===== config.mk =====
export PLATFORM = sky130hd
export DESIGN_NAME = rau_fifo
export DESIGN_NICKNAME = d
export VERILOG_FILES = /design/src/rau_pkg.sv /design/src/rau_fifo.sv
export SDC_FILE = /design/constraint.sdc
export NUM_CORES = 1
export LEC_CHECK = 0
export ABC_AREA = 1
export BUFFER_PORTS_ARGS = -buffer_cell sky130_fd_sc_hd__buf_2
export CAP_MARGIN = 30
export CORE_MARGIN = 3
export CORE_UTILIZATION = 40
export CTS_CLUSTER_DIAMETER = 30
export DETAILED_ROUTE_END_ITERATION = 8
export HOLD_SLACK_MARGIN = 0.12
export PLACE_DENSITY = 0.69
export REMOVE_ABC_BUFFERS = 1
export SLEW_MARGIN = 20
export SYNTH_ARGS = -nofsm -noshare
export SYNTH_HDL_FRONTEND = slang
export SYNTH_SLANG_ARGS = --single-unit

===== constraint.sdc =====
create_clock -name clock -period 2 [get_ports clock]
set_input_delay 0.1 -clock clock [delete_from_list [all_inputs] [get_ports clock]]
set_output_delay 0.1 -clock clock [all_outputs]
set_load 0.03 [all_outputs]

===== src/rau_pkg.sv =====
// rau_pkg: shared constants, opcode and status codes, back-end state type
// and queue status struct for the rational arithmetic unit.
// No dependencies.
package rau_pkg;

   localparam int DATA_WIDTH      = 32;
   localparam int DEN_WIDTH       = 31;
   localparam int CMD_WIDTH       = 4;
   localparam int STATUS_WIDTH    = 2;
   localparam int VALUE_WIDTH_DEF = 32;
   localparam int QUEUE_DEPTH_DEF = 2;

   localparam logic [CMD_WIDTH-1:0] CMD_REDUCE = 4'd0;
   localparam logic [CMD_WIDTH-1:0] CMD_ADD    = 4'd1;
   localparam logic [CMD_WIDTH-1:0] CMD_SUB    = 4'd2;
   localparam logic [CMD_WIDTH-1:0] CMD_MUL    = 4'd3;
   localparam logic [CMD_WIDTH-1:0] CMD_DIV    = 4'd4;
   localparam logic [CMD_WIDTH-1:0] CMD_INC    = 4'd5;
   localparam logic [CMD_WIDTH-1:0] CMD_DEC    = 4'd6;
   localparam logic [CMD_WIDTH-1:0] CMD_EQ     = 4'd7;
   localparam logic [CMD_WIDTH-1:0] CMD_NE     = 4'd8;
   localparam logic [CMD_WIDTH-1:0] CMD_GT     = 4'd9;
   localparam logic [CMD_WIDTH-1:0] CMD_GE     = 4'd10;
   localparam logic [CMD_WIDTH-1:0] CMD_LE     = 4'd11;
   localparam logic [CMD_WIDTH-1:0] CMD_WHOLE  = 4'd12;

   typedef enum logic [STATUS_WIDTH-1:0] {
      ST_OK       = 2'd0,
      ST_DIV_ZERO = 2'd1,
      ST_OVERFLOW = 2'd2,
      ST_BAD_OP   = 2'd3
   } status_type;

   typedef enum logic [3:0] {
      BK_IDLE,
      BK_MUL1,
      BK_MUL2,
      BK_MUL3,
      BK_ADD,
      BK_GCD,
      BK_DIV_NUM,
      BK_DIV_DEN,
      BK_CHECK,
      BK_WHOLE,
      BK_DONE
   } back_state_type;

   typedef struct packed {
      logic full;
      logic empty;
   } queue_stat_type;

endpackage


===== src/rau_fifo.sv =====
// rau_fifo: short register queue between the front and back ends.
// Depends on rau_pkg.
module rau_fifo
   #(parameter int WIDTH = rau_pkg::DATA_WIDTH,
     parameter int DEPTH = rau_pkg::QUEUE_DEPTH_DEF)
   (input  logic                     clock,
    input  logic                     reset,
    input  logic                     push,
    input  logic                     pop,
    input  logic [WIDTH-1:0]         wdata,
    output logic [WIDTH-1:0]         rdata,
    output rau_pkg::queue_stat_type  stat);

   import rau_pkg::*;

   localparam int PW = $clog2(DEPTH);
   localparam int CW = $clog2(DEPTH + 1);

   logic [WIDTH-1:0] slot_ff [DEPTH];
   logic [PW-1:0]    wr_ff, wr_in, rd_ff, rd_in;
   logic [CW-1:0]    cnt_ff, cnt_in;

   assign wr_in = (wr_ff == PW'(DEPTH - 1)) ? '0 : wr_ff + PW'(1);
   assign rd_in = (rd_ff == PW'(DEPTH - 1)) ? '0 : rd_ff + PW'(1);

   always_comb begin
      cnt_in = cnt_ff;
      if (push && !pop) cnt_in = cnt_ff + CW'(1);
      else if (pop && !push) cnt_in = cnt_ff - CW'(1);
   end

   always_ff @(posedge clock) begin
      if (reset) begin
         wr_ff  <= '0;
         rd_ff  <= '0;
         cnt_ff <= '0;
      end else begin
         if (push) wr_ff <= wr_in;
         if (pop) rd_ff <= rd_in;
         cnt_ff <= cnt_in;
      end
   end

   always_ff @(posedge clock) begin
      if (push) slot_ff[wr_ff] <= wdata;
   end

   assign rdata      = slot_ff[rd_ff];
   assign stat.full  = (cnt_ff == CW'(DEPTH));
   assign stat.empty = (cnt_ff == '0);

endmodule


==> flow_summary.yaml <==
final_layout:
  n_antenna_cell: 0
  final_nets: 286
  syn_to_final_growth_pct: 36.6
  utilization: 0.573
  drive_above_1_share: 0.480
place:
  pre_cts_ws_ps: 652
  place_congestion: 0.693
  io_buffer_count: 69
  hpwl_um: 2980
setup_path:
  crit_path_end_kind: "output pin"
  crit_slowest_cell: "mux2_2"
  startpoint_type: "register"
  cp.arrival_ps: 1580
  r2r_setup_slack_ps: 700
  cp_slowest_stage_delay_ps: 380
  crit_chain: "buf_4, mux2_2, buf_2"
  timing.rr.start: "wr_ff"
  crit_path_max_fanout: 23
  worstPathRequired_ps: 1900
  worstSetupPathType: "register to output pin"
  path_delay_family: "buffers and inverters"
  critical_path_buf_inv_count: 2
route:
  drt_iter0_drc: 87
  viasPerCell: 4.44
  dr.pass1.iters: 4
  routedWlPerCell_um: 13.6
  detail-route-antenna-nets: 0
  vias: 1468
  drt-total-wl_um: 4500
  drc: 0
sta:
  relSlewSlack: 0.720
  finalHoldViolations: 0
  rsz0062_at_grt: "false"
  maxSlewViolCount: 0
  whs_ps: 490
  fin_ws_ps: 319
  fin_crit_sh: 0.841
  finalSetupViolCount: 0
  fmax_mhz: 595
  finClkSkew_ps: 5.55
  worst_pin_slew_ps: 419
  period_minus_slack_ps: 1680
die:
  die_w_um: 88.0
  die_area_um2: 7750
  start_util: 0.419
  rows: 29
  die_h_um: 88.0
  placeableCoreArea_um2: 6420
  io_pins: 70
clock_network:
  htreeDepth: 3
  clk_pin_slew_ps: 70
  postCtsSetupBuffers: 0
  tritoncts: "built"
  cts-root-buf: "clkbuf_8"
  cts_resized: 0
  clk_latency_ps: 330
  numClockSinks: 69
  hold_buffers: 36
  clockBufferDepth: 2
  cts_buffers: 9
synth:
  synth-warning-count: 0
  yosys_register_bits: 69
  synth_area_per_cell_um2: 20.2
  seq_area_frac_synth: 0.751
  synthDistinctLibCells: 16
  postSynthCellCount: 133
  syn_area_um2: 2690
grt:
  grt_max_degree: 26
  grt_overflow_total: 0
  grt_usage: 0.129
  grt_pass1_wl_um: 7270
  grt_pass1_vias: 1592
  antenna_found_initial: 0
worst_hold_path:
  hp-class: "primary input to register"
  min_from: "wdata[22]"
power:
  power_density_nw_per_um2: 900
  report.power.total_mw: 3.31
  max-vdd-ir-drop_uv: 444
  leakagePower_nw: 1.52
run_status:
  status: "finished, final reports clean"
flow_run:
  maxCapViolCount: 0
through the flow:
step	cells	cell area, µm²	TNS (ps)
after floorplan	129	2620	-3150
after global placement	279	3130	0
after detailed placement	279	3130	0
after CTS	331	3680	0
after global routing	331	3680	0
final	331	3680	0
area by class of cell:
| type | instances | area (µm²) |
|---|---|---|
| fillers | 508 | 2750 |
| clock inverters | 7 | 66.3 |
| flip-flops and latches | 69 | 2020 |
| inverters | 9 | 33.8 |
| clock buffers | 9 | 124 |
| repair buffers | 109 | 761 |
| well taps | 77 | 96.3 |
| multi-input cells | 51 | 573 |
cells in the final DEF, fill, tap and decap left out, drive strengths merged, types with 5 or more instances in the layout:
| cell type | n |
|---|---|
| dlygate4sd3 | 36 |
| buf | 73 |
| dfxtp | 5 |
| edfxtp | 64 |
| clkbuf | 9 |
| mux2 | 32 |
| nor2 | 7 |
| clkinv | 6 |
| nand2 | 5 |
| inv | 9 |
cells by family (layout without fill, tap and decap cells):
| group | count (synthesis) | count (layout) | synth area share |
|---|---|---|---|
| adders and majority gates | 1 | 1 | 0.00465 |
| and+or+nand+nor | 15 | 15 | 0.0228 |
| muxes | 32 | 32 | 0.176 |
| DFF | 69 | 69 | 0.751 |
| xor gates and xnor gates | 1 | 1 | 0.00325 |
| buffers and inverters | 13 | 134 | 0.0390 |
| AOI/OAI and AO/OA | 2 | 2 | 0.00371 |
worst paths after layout:
path,endpoint,depth (start not counted)
min,slot_ff[1][22],2
max reg2reg,slot_ff[1][7],3
min reg2reg,rd_ff,2
max,rdata[15],3
power by group:
part	switching (mW)	leakage (nW)	total, mW	internal [mW]
logic	0.304	0.773	0.556	0.252
registers	0.0236	0.643	1.69	1.67
clock network	0.496	0.100	1.06	0.569
total	0.823	1.52	3.31	2.49
routing by layer:
layer / global-route usage / share of wire / up-vias
li1: - / - / 726
met1: 0.143 / 0.43 / 693
met2: 0.220 / 0.51 / 47
met3: 0.0536 / 0.062 / 2
met4: 0.0495 / 0.0033 / 0
met5: 0 / 0 / -
flip-flops by register name, indices dropped and copies added (netlist names), named ones only:
signal / count
slot_ff: 64
rd_ff: 1
wr_ff: 1
cnt_ff: 2
Yosys cell counts:
cell	n	area [µm²]
nor3_1	1	5.00
ha_1	1	12.5
mux2_4	30	450
xnor2_1	1	8.76
buf_12	3	60.1
o21ai_0	1	5.00
nand3_1	1	5.00
nand2_1	5	18.8
edfxtp_1	64	1920
inv_1	9	33.8
mux2_2	2	22.5
nor2_1	7	26.3
dfxtp_1	5	100
buf_6	1	11.3
a21oi_1	1	5.00
nand4_1	1	6.26
Power figures use the tool's default switching activity.
