===== src/rau_pkg.sv =====
// rau_pkg: shared constants, opcode and status codes, back-end state type
// and queue status struct for the rational arithmetic unit.
// No dependencies.
package rau_pkg;

   localparam int DATA_WIDTH      = 32;
   localparam int DEN_WIDTH       = 31;
   localparam int CMD_WIDTH       = 4;
   localparam int STATUS_WIDTH    = 2;
   localparam int VALUE_WIDTH_DEF = 32;
   localparam int QUEUE_DEPTH_DEF = 2;

   localparam logic [CMD_WIDTH-1:0] CMD_REDUCE = 4'd0;
   localparam logic [CMD_WIDTH-1:0] CMD_ADD    = 4'd1;
   localparam logic [CMD_WIDTH-1:0] CMD_SUB    = 4'd2;
   localparam logic [CMD_WIDTH-1:0] CMD_MUL    = 4'd3;
   localparam logic [CMD_WIDTH-1:0] CMD_DIV    = 4'd4;
   localparam logic [CMD_WIDTH-1:0] CMD_INC    = 4'd5;
   localparam logic [CMD_WIDTH-1:0] CMD_DEC    = 4'd6;
   localparam logic [CMD_WIDTH-1:0] CMD_EQ     = 4'd7;
   localparam logic [CMD_WIDTH-1:0] CMD_NE     = 4'd8;
   localparam logic [CMD_WIDTH-1:0] CMD_GT     = 4'd9;
   localparam logic [CMD_WIDTH-1:0] CMD_GE     = 4'd10;
   localparam logic [CMD_WIDTH-1:0] CMD_LE     = 4'd11;
   localparam logic [CMD_WIDTH-1:0] CMD_WHOLE  = 4'd12;

   typedef enum logic [STATUS_WIDTH-1:0] {
      ST_OK       = 2'd0,
      ST_DIV_ZERO = 2'd1,
      ST_OVERFLOW = 2'd2,
      ST_BAD_OP   = 2'd3
   } status_type;

   typedef enum logic [3:0] {
      BK_IDLE,
      BK_MUL1,
      BK_MUL2,
      BK_MUL3,
      BK_ADD,
      BK_GCD,
      BK_DIV_NUM,
      BK_DIV_DEN,
      BK_CHECK,
      BK_WHOLE,
      BK_DONE
   } back_state_type;

   typedef struct packed {
      logic full;
      logic empty;
   } queue_stat_type;

endpackage


===== src/rau_front.sv =====
// rau_front: accepts a command, splits the operands into sign and magnitude,
// checks for zero divisors and bad opcodes and picks the factors of three product terms.
// Depends on rau_pkg.
module rau_front
   #(parameter int VALUE_WIDTH = rau_pkg::VALUE_WIDTH_DEF,
     localparam int ItemWidth = rau_pkg::CMD_WIDTH + rau_pkg::STATUS_WIDTH + 3
                                + 6 * VALUE_WIDTH)
   (input  logic                                     start,
    output logic                                     busy,
    input  logic [rau_pkg::CMD_WIDTH-1:0]            req_cmd,
    input  logic signed [rau_pkg::DATA_WIDTH-1:0]    req_a_num,
    input  logic signed [rau_pkg::DATA_WIDTH-1:0]    req_a_den,
    input  logic signed [rau_pkg::DATA_WIDTH-1:0]    req_b_num,
    input  logic signed [rau_pkg::DATA_WIDTH-1:0]    req_b_den,
    input  rau_pkg::queue_stat_type                  q_stat,
    output logic                                     push,
    output logic [ItemWidth-1:0]                     item);

   import rau_pkg::*;

   localparam int W = VALUE_WIDTH;

   // {sign, magnitude} of the low W bits taken as two's complement
   function automatic logic [W:0] take(input logic [DATA_WIDTH-1:0] raw);
      logic [W-1:0] v;
      logic         neg;
      v   = raw[W-1:0];
      neg = v[W-1];
      return {neg, neg ? (~v + W'(1)) : v};
   endfunction

   logic [W:0]   an, ad, bn, bd;
   logic         an_s, ad_s, bn_s, bd_s;
   logic [W-1:0] an_m, ad_m, bn_m, bd_m;
   logic         ad_z, bd_z, bn_z;
   logic [W-1:0] one;
   logic [W-1:0] x1, y1, x2, y2, x3, y3;
   logic         s1, s2, s3;
   status_type   st;

   assign an = take(req_a_num);
   assign ad = take(req_a_den);
   assign bn = take(req_b_num);
   assign bd = take(req_b_den);
   assign {an_s, an_m} = an;
   assign {ad_s, ad_m} = ad;
   assign {bn_s, bn_m} = bn;
   assign {bd_s, bd_m} = bd;
   assign ad_z = (ad_m == '0);
   assign bd_z = (bd_m == '0);
   assign bn_z = (bn_m == '0);
   assign one  = W'(1);

   // numerator = x1*y1 + x2*y2, denominator = x3*y3, signs per term
   always_comb begin
      x1 = '0; y1 = '0; s1 = 1'b0;
      x2 = '0; y2 = '0; s2 = 1'b0;
      x3 = '0; y3 = '0; s3 = 1'b0;
      st = ST_OK;
      unique case (req_cmd)
         CMD_REDUCE, CMD_WHOLE: begin
            x1 = an_m; y1 = one; s1 = an_s;
            x3 = ad_m; y3 = one; s3 = ad_s;
            if (ad_z) st = ST_DIV_ZERO;
         end
         CMD_ADD, CMD_SUB: begin
            x1 = an_m; y1 = bd_m; s1 = an_s ^ bd_s;
            x2 = bn_m; y2 = ad_m; s2 = bn_s ^ ad_s ^ (req_cmd == CMD_SUB);
            x3 = ad_m; y3 = bd_m; s3 = ad_s ^ bd_s;
            if (ad_z || bd_z) st = ST_DIV_ZERO;
         end
         CMD_MUL: begin
            x1 = an_m; y1 = bn_m; s1 = an_s ^ bn_s;
            x3 = ad_m; y3 = bd_m; s3 = ad_s ^ bd_s;
            if (ad_z || bd_z) st = ST_DIV_ZERO;
         end
         CMD_DIV: begin
            x1 = an_m; y1 = bd_m; s1 = an_s ^ bd_s;
            x3 = ad_m; y3 = bn_m; s3 = ad_s ^ bn_s;
            if (ad_z || bd_z || bn_z) st = ST_DIV_ZERO;
         end
         CMD_INC, CMD_DEC: begin
            x1 = an_m; y1 = one; s1 = an_s;
            x2 = ad_m; y2 = one; s2 = ad_s ^ (req_cmd == CMD_DEC);
            x3 = ad_m; y3 = one; s3 = ad_s;
            if (ad_z) st = ST_DIV_ZERO;
         end
         CMD_EQ, CMD_NE, CMD_GT, CMD_GE, CMD_LE: begin
            // a/ad - b/bd, sign taken from cross products
            x1 = an_m; y1 = bd_m; s1 = an_s ^ ad_s;
            x2 = bn_m; y2 = ad_m; s2 = ~(bn_s ^ bd_s);
            if (ad_z || bd_z) st = ST_DIV_ZERO;
         end
         default: st = ST_BAD_OP;
      endcase
   end

   assign busy = q_stat.full;
   assign push = start & ~busy;
   assign item = {req_cmd, st, s1, s2, s3, x1, y1, x2, y2, x3, y3};

endmodule


===== config.mk =====
export PLATFORM = sky130hd
export DESIGN_NAME = rau_front
export DESIGN_NICKNAME = d
export VERILOG_FILES = /design/src/rau_pkg.sv /design/src/rau_front.sv
export SDC_FILE = /design/constraint.sdc
export NUM_CORES = 1
export LEC_CHECK = 0
export BUFFER_PORTS_ARGS = -buffer_cell sky130_fd_sc_hd__clkbuf_2
export CAP_MARGIN = 30
export CELL_PAD_IN_SITES_DETAIL_PLACEMENT = 1
export CELL_PAD_IN_SITES_GLOBAL_PLACEMENT = 1
export CORE_ASPECT_RATIO = 1.25
export CORE_MARGIN = 4
export CORE_UTILIZATION = 28
export DETAILED_ROUTE_END_ITERATION = 16
export PLACE_DENSITY = 0.85
export SLEW_MARGIN = 20
export SYNTH_ARGS = -nofsm -noshare
export SYNTH_HDL_FRONTEND = slang
export SYNTH_SLANG_ARGS = --single-unit

===== constraint.sdc =====
create_clock -name vclk -period 3.67
set_clock_uncertainty 0.2 [all_clocks]
set_input_delay 0.1835 -clock vclk [all_inputs]
set_output_delay 0.1835 -clock vclk [all_outputs]
set_load 0.03 [all_outputs]

==> results.md <==
- CP Data Required Time: 3.29 ns
- Row count: 53
- Setup Crit Path Kind: input pin to output pin
- Layout Nets: 1,270
- Final period utilization: 0.969
- Clk network pwr share: 0
- Cell mode on critical path: or4_4
- I/O pin count: ~340
- Most numerous cell in the Yosys netlist: nor2_1
- Cts hold-fix bufs: 0
- Via count: 7,836
- Ys Warns: 0
- Syn Inst Count: roughly 770
- Synth Cell Area: 4810 um2
- Initial DRC Count: 479
- Synth top cells by count: 116 x nor2_1, 110 x xor2_1, 98 x o22ai_1
- Die Wd: 125 um
- Gpl congestion: 0.960
- Max_cap viols: 0
- Sequential Power Share: 0
- Endpoints failing setup: 0
- Arrival time at the worst endpoint: roughly 3.2 ns
- Area occupied by registers: 0 um2
- Wire per inst: between 20 and 25 um
- CP max stage cell: or4_4
- Hold Crit Class: input pin to output pin
- Slew headroom: 0.531
- Largest cells by area after synthesis: xor2_1 20%, o22ai_1 13%, nor2_1 9.0%
- Leak Pwr: ~3.4 nW
- WP buf/inv: 3
- First-pass GRT wire length: 43,500 um
- Finished Core Util: 0.431
- DRC viols: 0
- Yosys top cell area share: 0.200
- FFs & Latches: 0
- WL final: about 29,000 um
- Worst slew pin tran: 0.695 ns
- Hold violation count in the final report: 0
- Status: finished, final reports clean
- GRT overflow: 0
- Largest net degree at the start of global routing: between 60 and 70
- Crit. End Element: output pin
- Die Y: 155 um
- Antenna viol nets, final: 0
- Mapped Nets: 910
- Largest area contributor in the netlist: xor2_1
- Combinational Power Share: 1.000
- Initial antenna violation count: 0
- Die area: 19,400 um2
- CLK BUF: 0
- PD cells: roughly 210 nW/um2
- Layout area overhead: 50.9%
- Post-Layout Inst Area: 7270 um2
- Switching part of the total: 0.696
- Worst vdd rail ir drop: 135 uV
- PortBufs: about 340
- Worst-path maximum fanout: 3
- Seq/Total Area, Yosys: 0
- Number of diodes: 0
- First-pass DRT Iterations: 5
- Fin crit period: 3.55 ns
- Critical Path Source Type: input pin
- DR vias/cell: 5.81
- Area after DPL: 7180 um2
- Sw power: 1.08 mW
- Vias in the first global route: 7,868
- Share of post-route cells with drive strength above 1: 0.407
- Mean area per synthesized cell: approximately 6.2 um2
- CP peak stage delay: 0.49 ns
- Yosys cell types: 63
- Top achievable clock speed: 281 MHz
- Slew Viols, Final: 0
- Top delay family on crit path: simple AND/OR/NAND/NOR gates
- HPWL Detailed: 24,500 um
- Initial Util: 0.286
- GRT Util Overall: 0.274
- Std-Cell Core Area: around 17,000 um2
- Cells along the critical path: clkbuf_2, inv_1, ha_1, or3b_1, or3_4, or4_4, or3_1, or4_4, o31ai_4, xor2_1, nor2_1, buf_4
- P_int: 0.470 mW
- Hold slack: 0.429 ns
==> stage by stage <==
step	std cells	power [mW]	worst slack [ns]	TNS (ns)
finish	1349	1.54	0.115	0
global route	1349	1.64	-0.0241	-0.0438
CTS	1349	1.53	0.0302	0
detailed placement	1349	1.53	-0.0182	-0.0182
global placement	1349	1.50	0.0794	0
floorplan	771	0.922	0.149	0
==> timing repair <==
item	in CTS	in global routing
gates resized for setup	3	18
setup buffers	0	0
setup endpoints to repair	2	3
hold endpoints to repair	0	0
pin swaps	0	2
==> cells in the final DEF, fill, tap and decap left out, drive strengths merged, types with 2 or more instances in the layout <==
cell	netlist	layout
clkbuf	55	335
nor2	116	116
xor2	110	110
o22ai	98	98
buf	10	88
o21ai	48	48
nand2	42	42
o31ai	37	37
or4	25	25
or3	22	22
nand4	20	20
nor4	17	17
o41ai	16	16
nand3	15	15
nand2b	13	13
xnor2	12	12
nor3	12	12
nor2b	11	11
inv	10	10
or2	9	9
and4	7	7
nand4b	6	6
mux2i	6	6
a21oi	6	6
nor3b	5	5
ha	4	4
nand3b	3	3
a32o	3	3
a21boi	3	3
and3	3	3
o32ai	3	3
or4b	3	3
a21o	2	2
a221oi	2	2
or3b	2	2
==> worst paths after layout <==
path,cells past startpoint,from,slack [ns],to
setup / recovery,12,req_a_num[0],0.12,item[188]
hold / removal,2,q_stat[1],0.43,busy
==> routing by layer <==
metal | share of wire | vias up | global-route usage
met2 | 0.50 | 380 | 0.500
met3 | 0.081 | 71 | 0.0508
li1 | - | 3644 | -
met4 | 0.040 | 0 | 0.0888
met5 | 0 | - | 0
met1 | 0.38 | 3741 | 0.323
==> cells by family (layout without fill, tap and decap cells) <==
kind of cell    Yosys count  in the layout  synth area share
buf+inv                  76            434            0.0673
simple gates            334            334             0.371
compound gates          228            228             0.315
xor+xnor                122            122             0.222
mux                       7              7            0.0148
fa+ha+maj                 4              4            0.0104
==> area by class of cell <==
class	count	area [um2]
fillers	2329	9580
repair buffers	423	2350
well taps	220	275
inverters	11	41.3
multi-input cells	695	4600
==> power by group through the flow <==
stage | combinational (mW) | clock (mW) | sequential, mW
after floorplan | 0.922 | 0 | 0
after global placement | 1.50 | 0 | 0
after detailed placement | 1.53 | 0 | 0
after CTS | 1.53 | 0 | 0
after global routing | 1.64 | 0 | 0
final | 1.54 | 0 | 0
Power figures use the tool's default switching activity.
